### config.mk
export PLATFORM = sky130hd
export DESIGN_NAME = ltd_front
export DESIGN_NICKNAME = d
export VERILOG_FILES = /design/src/hdl/ltd_pkg.sv /design/src/hdl/ltd_front.sv
export SDC_FILE = /design/constraint.sdc
export NUM_CORES = 1
export LEC_CHECK = 0
export CORE_MARGIN = 3
export CORE_UTILIZATION = 45
export CTS_CLUSTER_DIAMETER = 30
export DETAILED_ROUTE_END_ITERATION = 8
export DONT_BUFFER_PORTS = 1
export GPL_TIMING_DRIVEN = 0
export HOLD_SLACK_MARGIN = 0.1
export PLACE_DENSITY = 0.62
export SLEW_MARGIN = 0
export SYNTH_ARGS = -nofsm -noshare
export SYNTH_HDL_FRONTEND = slang
export SYNTH_SLANG_ARGS = --single-unit
### constraint.sdc
create_clock -name clk_i -period 2.05 [get_ports clk_i]
set_input_delay 0.1025 -clock clk_i [delete_from_list [all_inputs] [get_ports clk_i]]
set_output_delay 0.1025 -clock clk_i [all_outputs]
set_load 0.02 [all_outputs]
### src/hdl/ltd_pkg.sv
`default_nettype none
// ----------------------------------------------------------------------------
// LZ77 triple decoder package
// Shared widths, queue depths and the command type passed from front to back.
// ----------------------------------------------------------------------------
package ltd_pkg;

  localparam int unsigned WINDOW_DEPTH = 4096;
  localparam int unsigned WINDOW_AW    = $clog2(WINDOW_DEPTH);
  localparam int unsigned MAX_COPY     = 63;

  localparam int unsigned OFFSET_W = 12;
  localparam int unsigned LEN_W    = 6;
  localparam int unsigned BYTE_W   = 8;

  localparam int unsigned CMDQ_DEPTH = 2;
  localparam int unsigned CMDQ_AW    = $clog2(CMDQ_DEPTH);
  localparam int unsigned OUTQ_DEPTH = 4;
  localparam int unsigned OUTQ_AW    = $clog2(OUTQ_DEPTH);

  typedef logic [WINDOW_AW-1:0] addr_t;
  typedef logic [BYTE_W-1:0]    byte_t;

  typedef struct packed {
    addr_t            distance;
    logic [LEN_W-1:0] count;
    byte_t            literal;
  } cmd_t;

endpackage
`default_nettype wire

### src/hdl/ltd_front.sv
`default_nettype none
// ----------------------------------------------------------------------------
// LZ77 triple decoder front end
// Accepts triples, turns them into copy commands and holds them in a short
// queue for the back end.
// ----------------------------------------------------------------------------
module ltd_front (
  input  wire logic                          clk_i,
  input  wire logic                          rst_ni,
  input  wire logic                          push,
  output logic                               full,
  input  wire logic [ltd_pkg::OFFSET_W-1:0]  match_offset_i,
  input  wire logic [ltd_pkg::LEN_W-1:0]     match_length_i,
  input  wire logic [ltd_pkg::BYTE_W-1:0]    literal_byte_i,
  output logic                               cmd_valid_o,
  output ltd_pkg::cmd_t                      cmd_o,
  input  wire logic                          cmd_pop_i
);
  import ltd_pkg::*;

  cmd_t               slot_q [CMDQ_DEPTH];
  logic [CMDQ_AW-1:0] wr_ptr_q, wr_ptr_d;
  logic [CMDQ_AW-1:0] rd_ptr_q, rd_ptr_d;
  logic [CMDQ_AW:0]   cnt_q, cnt_d;
  cmd_t               new_cmd;
  logic               do_push;
  logic               do_pop;

  assign full        = (cnt_q == (CMDQ_AW+1)'(CMDQ_DEPTH));
  assign cmd_valid_o = (cnt_q != '0);
  assign cmd_o       = slot_q[rd_ptr_q];
  assign do_push     = push && !full;
  assign do_pop      = cmd_pop_i && cmd_valid_o;

  always_comb begin
    new_cmd.distance = addr_t'(match_offset_i);
    new_cmd.literal  = literal_byte_i;
    if (match_offset_i == '0) begin
      new_cmd.count = '0;
    end else if (match_length_i > LEN_W'(MAX_COPY)) begin
      new_cmd.count = LEN_W'(MAX_COPY);
    end else begin
      new_cmd.count = match_length_i;
    end
  end

  always_comb begin
    wr_ptr_d = wr_ptr_q;
    rd_ptr_d = rd_ptr_q;
    cnt_d    = cnt_q;
    if (do_push) begin
      wr_ptr_d = (wr_ptr_q == CMDQ_AW'(CMDQ_DEPTH-1)) ? '0 : wr_ptr_q + 1'b1;
    end
    if (do_pop) begin
      rd_ptr_d = (rd_ptr_q == CMDQ_AW'(CMDQ_DEPTH-1)) ? '0 : rd_ptr_q + 1'b1;
    end
    if (do_push && !do_pop) begin
      cnt_d = cnt_q + 1'b1;
    end else if (do_pop && !do_push) begin
      cnt_d = cnt_q - 1'b1;
    end
  end

  always_ff @(posedge clk_i or negedge rst_ni) begin
    if (!rst_ni) begin
      wr_ptr_q <= '0;
      rd_ptr_q <= '0;
      cnt_q    <= '0;
    end else begin
      wr_ptr_q <= wr_ptr_d;
      rd_ptr_q <= rd_ptr_d;
      cnt_q    <= cnt_d;
    end
  end

  always_ff @(posedge clk_i) begin
    if (do_push) begin
      slot_q[wr_ptr_q] <= new_cmd;
    end
  end

endmodule
`default_nettype wire

==> metrics.yaml, run 1 <==
core_mm2: 0.00447
cap_viol_max_count: 0
antenna_left: 0
cts_tree: "done"
dp_hpwl_mm: 2.36
worstPathRequired_ps: 1990
hold_class: "in2reg"
yosysSeqAreaShare_pct: 77.2
drtPass1Iterations: 4
final_layout_size_suffix_gt1_share_pct: 27.0
min_period_ps: 1780
holdPathEnd: "slot_q[0][13]$_DFFE_PP_"
die_area_mm2: 0.00565
viasPerCell: 5.34
placedCellCount: 162
path_class: "reg2reg"
fin_crit_sh_pct: 86.6
end_kind: "register"
cts.path.max_buffers: 2
static-leakage-power_nw: 0.899
hold_path_depth: 3
initialDrtViolationCount: 44
fillers: 336
die_w_um: 75.2
syn-instance-count: 110
drt_wl_total_mm: 3.76
run_status: "finished clean"
r2r_setup_slack_ps: 270
slowest_delay_ps: 630
ctsHtreeMaxLevel: 2
critPathMaxFanout: 26
final_common_cell: "edfxtp_1"
setup_ws_ps: 274
clk_pin_slew_ps: 90
grt_pass1_wl_mm: 5.60
grt_start_max_net_pins: 27
fin_area_mm2: 0.00261
root_buffer: "clkbuf_8"
clk_latency_ps: 300
grt.total_usage_pct: 14.1
grt_overflow: 0
rows: 24
start_util_pct: 48.1
synth-seq-cells: 56
place_ws_ps: -139
setup.worst_path.start_class: "register"
final_cell_mix: "edfxtp_1 (52), dlygate4sd3_1 (30), mux2_2 (25)"
r2r-end: "slot_q[0][15]$_DFFE_PP_"
area_growth_pct: 21.2
cts.sinks: 56
r2r-start: "cnt_q[0]$_DFFE_PN0P_"
nNetsFinal: 178
ys_types: 18
fmax_mhz: 563
reg2regPathDepth: 3
synth_nets: 141
syn_area_mm2: 0.00215
placed_cell_area_mm2: 0.00222
hold_viol_final: 0
antenna_found_initial: 0
syn_avg_cell_area_um2: 19.6
die_h_um: 75.2
numCtsBuffers: 5
cpMaxStageDelayCell: "nor2_4"
setup-tns-final_ps: 0
vdd_ir_drop_max_mv: 0.755
clock_skew_ps: 3.18
drc_errors: 0
powerDensity_mw_per_mm2: 1310
wire_per_inst_um: 18.8
cp_cell_sequence: "nand2b_1 > nand2_1 > nor2_4"
grt_pass1_vias: 1095
yosysWarnings: 0
setup_viol: 0
relSlewSlack_pct: 47.7
worstHoldStart: "match_offset_i[4]"
final_max_slew_viol_count: 0
tightest_slew_ps: 783
ios: 58
via_count: 1067
postCtsSetupBuffers: 0
numPortBuffers: 0
n_antenna_cell: 0
globalplace.congestion: 0.665
rsz0062_at_grt: "false"
critPathArrivalTime_ps: 1710
finalNonFillerCells: 200
[layer usage]
metal / wire (µm) / part of all wire, % / track usage [%]
met5: 0 / 0 / 0
met4: 64 / 1.7 / 5.83
met3: 237 / 6.3 / 4.54
met2: 2010 / 54 / 24.9
met1: 1440 / 38 / 15.6
[flip-flops by register name (all words and copies together), names as in the netlist]
name / cells
slot_q: 52
cnt_q: 2
wr_ptr_q: 1
rd_ptr_q: 1
[cells in the mapped netlist]
| master | number | area, µm² |
|---|---|---|
| inv_1 | 2 | 7.51 |
| and2_1 | 6 | 37.5 |
| ha_1 | 1 | 12.5 |
| nor4_1 | 3 | 18.8 |
| buf_6 | 3 | 33.8 |
| mux2_4 | 1 | 15.0 |
| and3_1 | 1 | 6.26 |
| or2_2 | 1 | 6.26 |
| xor2_1 | 2 | 17.5 |
| mux2_2 | 25 | 282 |
| xnor2_1 | 3 | 26.3 |
| nor2_1 | 2 | 7.51 |
| nand2_2 | 1 | 6.26 |
| nand2_1 | 1 | 3.75 |
| edfxtp_1 | 52 | 1560 |
| dfrtp_1 | 4 | 100 |
| nand2b_1 | 1 | 6.26 |
| nand3_1 | 1 | 5.00 |
[worst max-delay path by stage]
stage,to,startpoint,slack [ps],depth (start not counted)
2_1_floorplan,slot_q[0][0]$_DFFE_PP_,cnt_q[0]$_DFFE_PN0P_,330,3
3_3_place_gp,slot_q[0][1]$_DFFE_PP_,cnt_q[0]$_DFFE_PN0P_,-10,3
5_1_grt,slot_q[0][18]$_DFFE_PP_,cnt_q[0]$_DFFE_PN0P_,150,3
4_1_cts,slot_q[1][7]$_DFFE_PP_,cnt_q[0]$_DFFE_PN0P_,20,2
6_report,slot_q[0][15]$_DFFE_PP_,cnt_q[0]$_DFFE_PN0P_,270,3
3_5_place_dp,slot_q[0][6]$_DFFE_PP_,cnt_q[0]$_DFFE_PN0P_,-140,3
[power by group]
part | leakage (nW) | switching (W) | internal (W)
clock | 0.0453 | 0.000318 | 0.000232
combinational | 0.324 | 0.000768 | 0.000446
sequential | 0.530 | 0.0000932 | 0.00157
[logic make-up (layout without fill, tap and decap cells)]
group	after synthesis	after routing	share of synthesized area, %
DFF	56	56	77.2
muxes	26	26	13.8
and+or+nand+nor	17	17	4.53
xor gates and xnor gates	5	5	2.03
buffers and inverters	5	43	1.92
adders and majority gates	1	1	0.581
[through the flow]
stage          power (W)  util [%]  hold slack (ps)
6_report         0.00343      58.3              271
4_1_cts          0.00347      58.3              294
3_5_place_dp     0.00286      49.6             -193
2_1_floorplan    0.00266         -             -193
3_3_place_gp     0.00282      49.6             -193
5_1_grt          0.00360      58.3              314
[timing repair]
item / 4_1_cts / 5_1_grt
resized for setup: 1 / 1
setup endpoints to repair: 26 / 26
hold endpoints to repair: 58 / 0
hold buffers: 30 / 0
[critical path: cells and delay by family, from the launching register on]
kind          cells  cell delay, ps
flops             1             430
simple gates      3             970
[area by class of cell]
type	instances	area (µm²)	area share [%]
Clock inverter	3	13.8	0.527
Multi-Input combinational cell	49	459	17.6
Tap cell	52	65.1	2.49
Clock buffer	5	68.8	2.64
Inverter	2	7.51	0.288
Buffer	3	33.8	1.29
Timing Repair Buffer	30	300	11.5
Sequential cell	56	1660	63.7
Note: power is estimated with default switching activity, not from simulation.
==> run 2, diff against run 1 <==
ABC_AREA = 1   (was default)
CELL_PAD_IN_SITES_DETAIL_PLACEMENT = 0   (was default)
CELL_PAD_IN_SITES_GLOBAL_PLACEMENT = 1   (was default)
CORE_UTILIZATION = 43   (was 45)
PLACE_DENSITY = 0.73   (was 0.62)
==> run 2 against run 1 <==
- flip-flop and latch count unchanged
- critical path depth increased by 3
- setup slack improved by 35 ps
- hold slack got worse by 25 ps
- critical path type unchanged
- register-to-register slack improved by 30 ps
- combinational power increased by 8%
- wire length increased by 14%
- fmax increased by 2.0%
==> metrics.yaml, run 2 <==
run_status: "finished clean"
multiInputGateArea_um2: 468
ys_types: 19
numCtsBuffers: 5
placed_cell_area_mm2: 0.00228
wire_per_inst_um: 14.8
syn_area_mm2: 0.00220
rows: 25
power.share.clock_pct: 16.1
post_cts_resized: 0
critical_path_buf_inv_count: 1
critPathMaxFanout: 4
drc_errors: 0
pwr-share-comb_pct: 37.2
antenna_found_initial: 0
clock_skew_ps: 4.44
area_growth_pct: 21.5
fin_hold_ws_ps: 245
synth_edf_count: 52
critPathArrivalTime_ps: 1940
n_antenna_cell: 0
clk_pin_slew_ps: 90
clk_latency_ps: 300
syn_avg_cell_area_um2: 11.9
fillers: 432
ys_dominant_reg_cell: "edfxtp_1"
grt.total_usage_pct: 15.0
grt_overflow: 0
hold_class: "in2reg"
start_util_pct: 45.6
cp_cell_sequence: "o21ai_1 > inv_1 > ha_1 > or2_1 > nand4_1 > nand2_1"
synth_xor_area_share_pct: 0.798
final_common_cell: "nand2_1"
ios: 58
worstPathRequired_ps: 2240
min_period_ps: 1740
cpMaxStageDelayCell: "dfrtp_1"
final_max_slew_viol_count: 0
die_w_um: 77.5
cap_viol_max_count: 0
synth_common_cells: "nand2_1 (85), edfxtp_1 (52), nor2_1 (12)"
intPower_w: 0.00209
fin_crit_sh_pct: 84.9
regArea_mm2: 0.00166
tightest_slew_ps: 796
fin_area_mm2: 0.00267
die_h_um: 77.5
numPortBuffers: 0
r2r-start: "cnt_q[0]$_DFFE_PN0P_"
top_register: "slot_q"
grt_pass1_vias: 1373
largest_register_ffs: 52
synth.area.mux_share_pct: 0
cts_tree: "done"
fin_util_pct: 55.4
synth.most_common_cell: "nand2_1"
grt_start_max_net_pins: 28
initialDrtViolationCount: 90
die_area_mm2: 0.00600
syn-instance-count: 185
nNetsFinal: 252
synth_top_family_by_area: "simple AND/OR/NAND/NOR gates"
r2r_setup_slack_ps: 310
ys_top_cells_by_area: "edfxtp_1 (71%), nand2_1 (15%), dfrtp_1 (4.6%), nor2_1 (2.1%), inv_1 (1.7%)"
yosysWarnings: 0
placedCellCount: 252
synth-seq-cells: 56
final_cell_mix: "nand2_1 (85), edfxtp_1 (52), dlygate4sd3_1 (29)"
critical_path_depth: 6
grt_pass1_wl_mm: 6.73
synth_nets: 216
post_synth_and_or_nand_nor_area_fraction_pct: 17.7
viasPerCell: 4.76
cp-endpoint: "cnt_q[1]$_DFFE_PN0P_"
synthArstFlopShare_pct: 7.14
reg_top3: "slot_q (52), cnt_q (2)"
synth_fa_ha_area_share_pct: 0.570
swShare_pct: 40.8
cp-startpoint: "cnt_q[0]$_DFFE_PN0P_"
powerDensity_mw_per_mm2: 1320
hold_viol_final: 0
postCtsSetupBuffers: 0
synth.top_cell.area_share_pct: 71.1
power_frac_seq_pct: 46.8
via_count: 1376
final_layout_size_suffix_gt1_share_pct: 6.76
globalplace.congestion: 0.676
rsz0062_at_grt: "false"
crit_family: "flip-flops"
fmax_mhz: 574
synth_area_leader_cell: "edfxtp_1"
finalNonFillerCells: 289
dp_hpwl_mm: 2.70
reg2regPathDepth: 6
ctsHtreeMaxLevel: 2
setup.worst_path.start_class: "register"
slowest_delay_ps: 440
yosysSeqAreaShare_pct: 75.7
end_kind: "register"
r2r-end: "cnt_q[1]$_DFFE_PN0P_"
cts.sinks: 56
synth-compound-area-share_pct: 1.60
power.switching_w: 0.00144
drt_wl_total_mm: 4.29
core_mm2: 0.00482
root_buffer: "clkbuf_8"
cts.path.max_buffers: 2
setup_ws_ps: 309
antenna_left: 0
setup_viol: 0
vdd_ir_drop_max_mv: 0.547
drtPass1Iterations: 4
place_ws_ps: -84.5
static-leakage-power_nw: 1.08
relSlewSlack_pct: 46.8
path_class: "reg2reg"
-- run 2: cell types whose count changed in the layout (fill, tap and decap cells not counted), sizes merged, moves of 3 or more --
cell | previous run | this run
a21oi | 0 | 6
nor4 | 3 | 0
nor2 | 2 | 12
mux2 | 26 | 0
inv | 2 | 12
nand2 | 2 | 85
and2 | 6 | 1
-- run 2: worst min-delay path by stage --
stage / slack (ps) / from / cells after the start / to
finish: 250 / push / 4 / wr_ptr_q$_DFFE_PN0P_
detailed placement: -190 / rst_ni / 0 / cnt_q[0]$_DFFE_PN0P_
global route: 280 / push / 4 / wr_ptr_q$_DFFE_PN0P_
CTS: 170 / push / 4 / wr_ptr_q$_DFFE_PN0P_
global placement: -190 / rst_ni / 0 / cnt_q[0]$_DFFE_PN0P_
floorplan: -190 / rst_ni / 0 / cnt_q[0]$_DFFE_PN0P_
-- run 2: per-layer routing --
metal  vias to the layer above  part of all wire [%]  GRT usage, %
li1                        679                     -             -
met1                       644                    40          16.6
met2                        43                    53          26.9
met3                        10                   4.9          3.94
met4                         0                   2.3          6.41
met5                         -                     0             0
-- run 2: logic make-up after synthesis --
group,after synthesis
AOI/OAI and AO/OA,7
xor gates and xnor gates,2
adders and majority gates,1
buffers and inverters,18
DFF,56
and+or+nand+nor,101
-- run 2: tightest hold or removal path, delay by kind of cell --
| family | cells | cell delay (ps) |
|---|---|---|
| buf+inv | 1 | 130 |
| simple gates | 2 | 130 |
| compound gates | 1 | 140 |
-- run 2: timing repair --
action                                  in CTS  in global routing
endpoints found under the setup margin      52                  0
endpoints found under the hold margin       57                  0
hold buffers                                29                  0
-- run 2: area by class of cell --
class / instances / area share (%)
buffer: 6 / 1.27
clock buffer: 6 / 2.72
clock inverter: 2 / 0.422
inverter: 12 / 1.78
multi-input combinational: 111 / 17.5
sequential: 56 / 62.3
tap: 67 / 3.14
timing repair buffer: 29 / 10.9
-- run 2: per-stage QoR --
stage | TNS [ps] | total power (W)
2_1_floorplan | 0 | 0.00268
3_3_place_gp | 0 | 0.00289
3_5_place_dp | -4050 | 0.00295
4_1_cts | -4490 | 0.00355
5_1_grt | 0 | 0.00374
6_report | 0 | 0.00353
-- run 2: power groups by stage --
stage                     Combinational, W  Sequential (W)  Clock [W]
after floorplan                    0.00103         0.00165          0
after global placement             0.00123         0.00166          0
after detailed placement           0.00127         0.00168          0
after CTS                          0.00132         0.00165   0.000573
after global routing               0.00145         0.00167   0.000621
final                              0.00131         0.00165   0.000567
==> run 3, diff against run 2 <==
ABC_AREA = 0   (was 1)
CORE_UTILIZATION = 45   (was 43)
PLACE_DENSITY = 0.72   (was 0.73)
clock period = 1.6 ns   (was 2.05 ns; I/O delays follow)
==> run 3 against run 2 <==
- sequential share of layout area rose by 0.92 points
- core utilization rose by 3.4 points
- clock power rose by 22%
- clock-buffer cell count did not move
- clock skew fell by 2.5 ps
- via count fell by 23%
- largest cell class unchanged
- largest power group unchanged
==> metrics.yaml, run 3 (synthesis results as in run 1) <==
fillers: 340
final_layout_size_suffix_gt1_share_pct: 28.4
area_growth_pct: 22.1
globalplace.congestion: 0.610
r2r_setup_slack_ps: 70
finalNonFillerCells: 200
via_count: 1063
relSlewSlack_pct: 69.8
root_buffer: "clkbuf_8"
run_status: "finished clean"
wire_per_inst_um: 18.8
fin_util_pct: 58.8
rsz0062_at_grt: "true"
vdd_ir_drop_max_mv: 1.05
final_max_slew_viol_count: 0
dp_hpwl_mm: 2.34
critPathMaxFanout: 4
drc_errors: 0
setup_viol: 0
setup-tns-final_ps: 0
end_kind: "register"
hold_class: "in2reg"
clock_skew_ps: 1.93
cts_tree: "done"
antenna_found_initial: 0
grt_start_max_net_pins: 27
critPathArrivalTime_ps: 1720
grt_pass1_vias: 1162
nNetsFinal: 179
initialDrtViolationCount: 20
path_class: "reg2reg"
antenna_left: 0
top_register: "slot_q"
placedCellCount: 162
numPortBuffers: 0
core_mm2: 0.00447
die_area_mm2: 0.00565
drtPass1Iterations: 4
powerDensity_mw_per_mm2: 1680
fmax_mhz: 652
largest_register_ffs: 52
rows: 24
min_period_ps: 1530
grt.total_usage_pct: 14.1
reg_top3: "slot_q (52), cnt_q (2)"
cts.sinks: 56
worstPathRequired_ps: 1790
clk_latency_ps: 290
die_h_um: 75.2
static-leakage-power_nw: 0.900
numCtsBuffers: 5
ios: 58
final_common_cell: "edfxtp_1"
fin_crit_sh_pct: 95.8
viasPerCell: 5.32
fin_area_mm2: 0.00263
multiInputGateArea_um2: 484
regArea_mm2: 0.00166
cts.path.max_buffers: 2
drt_wl_total_mm: 3.76
cap_viol_max_count: 0
start_util_pct: 48.1
grt_overflow: 0
ctsHtreeMaxLevel: 2
placed_cell_area_mm2: 0.00223
n_antenna_cell: 0
setup.worst_path.start_class: "register"
die_w_um: 75.2
final_cell_mix: "edfxtp_1 (52), dlygate4sd3_1 (30), mux2_2 (25)"
grt_pass1_wl_mm: 5.58
clk_pin_slew_ps: 90
hold_viol_final: 0
tightest_slew_ps: 448
## run 3: critical path, cell delays in order, from the launching register on
cell and delay, ps:
dfrtp_1 420, or2_2 380, nand2_2 110, ha_1 160, xor2_1 150, nor2_1 70
xor2_1 130
## run 3: power by group
part | total, W | internal (W) | switching (W)
clock | 0.000694 | 0.000298 | 0.000396
combinational | 0.00158 | 0.000592 | 0.000987
sequential | 0.00214 | 0.00201 | 0.000129
total | 0.00441 | 0.00290 | 0.00151
## run 3: path summary, 6_finish.rpt
path,from,to,cells after the start
worst min register to register,cnt_q[1]$_DFFE_PN0P_,cnt_q[1]$_DFFE_PN0P_,1
worst max register to register,cnt_q[0]$_DFFE_PN0P_,cnt_q[1]$_DFFE_PN0P_,6
worst min-delay path,push,slot_q[1][0]$_DFFE_PP_,1
max in group asynchronous,rst_ni,wr_ptr_q$_DFFE_PN0P_,2
min in group asynchronous,rst_ni,rd_ptr_q$_DFFE_PN0P_,2
worst max-delay path,cnt_q[0]$_DFFE_PN0P_,cnt_q[1]$_DFFE_PN0P_,6
## run 3: metal layers
metal / part of all wire, % / vias to the layer above / global-route usage (%)
met4: 1.6 / 0 / 6.41
li1: - / 495 / -
met2: 56 / 40 / 26.2
met5: 0 / - / 0
met3: 6.0 / 7 / 4.41
met1: 37 / 521 / 14.3
## run 3: stage by stage
step | total power [W] | hold slack [ps] | worst slack, ps
floorplan | 0.00342 | -216 | 143
global placement | 0.00362 | -215 | -80.1
detailed placement | 0.00366 | -215 | -117
CTS | 0.00447 | 258 | -2.73
global route | 0.00465 | 238 | -25.8
finish | 0.00441 | 240 | 66.4
## run 3: cell type report
class	count	area share (%)
Tap cell	52	2.47
Buffer	3	1.28
Sequential cell	56	63.2
Clock inverter	1	0.190
Timing Repair Buffer	30	11.4
Inverter	2	0.285
Multi-Input combinational cell	50	18.4
Clock buffer	6	2.76
## run 3: timing repair
item,4_1_cts,5_1_grt
setup endpoints to repair,26,27
resized for setup,2,3
buffers inserted,0,0
hold endpoints to repair,59,0
pin swaps,0,1
hold buffers,30,0
cloned,1,0
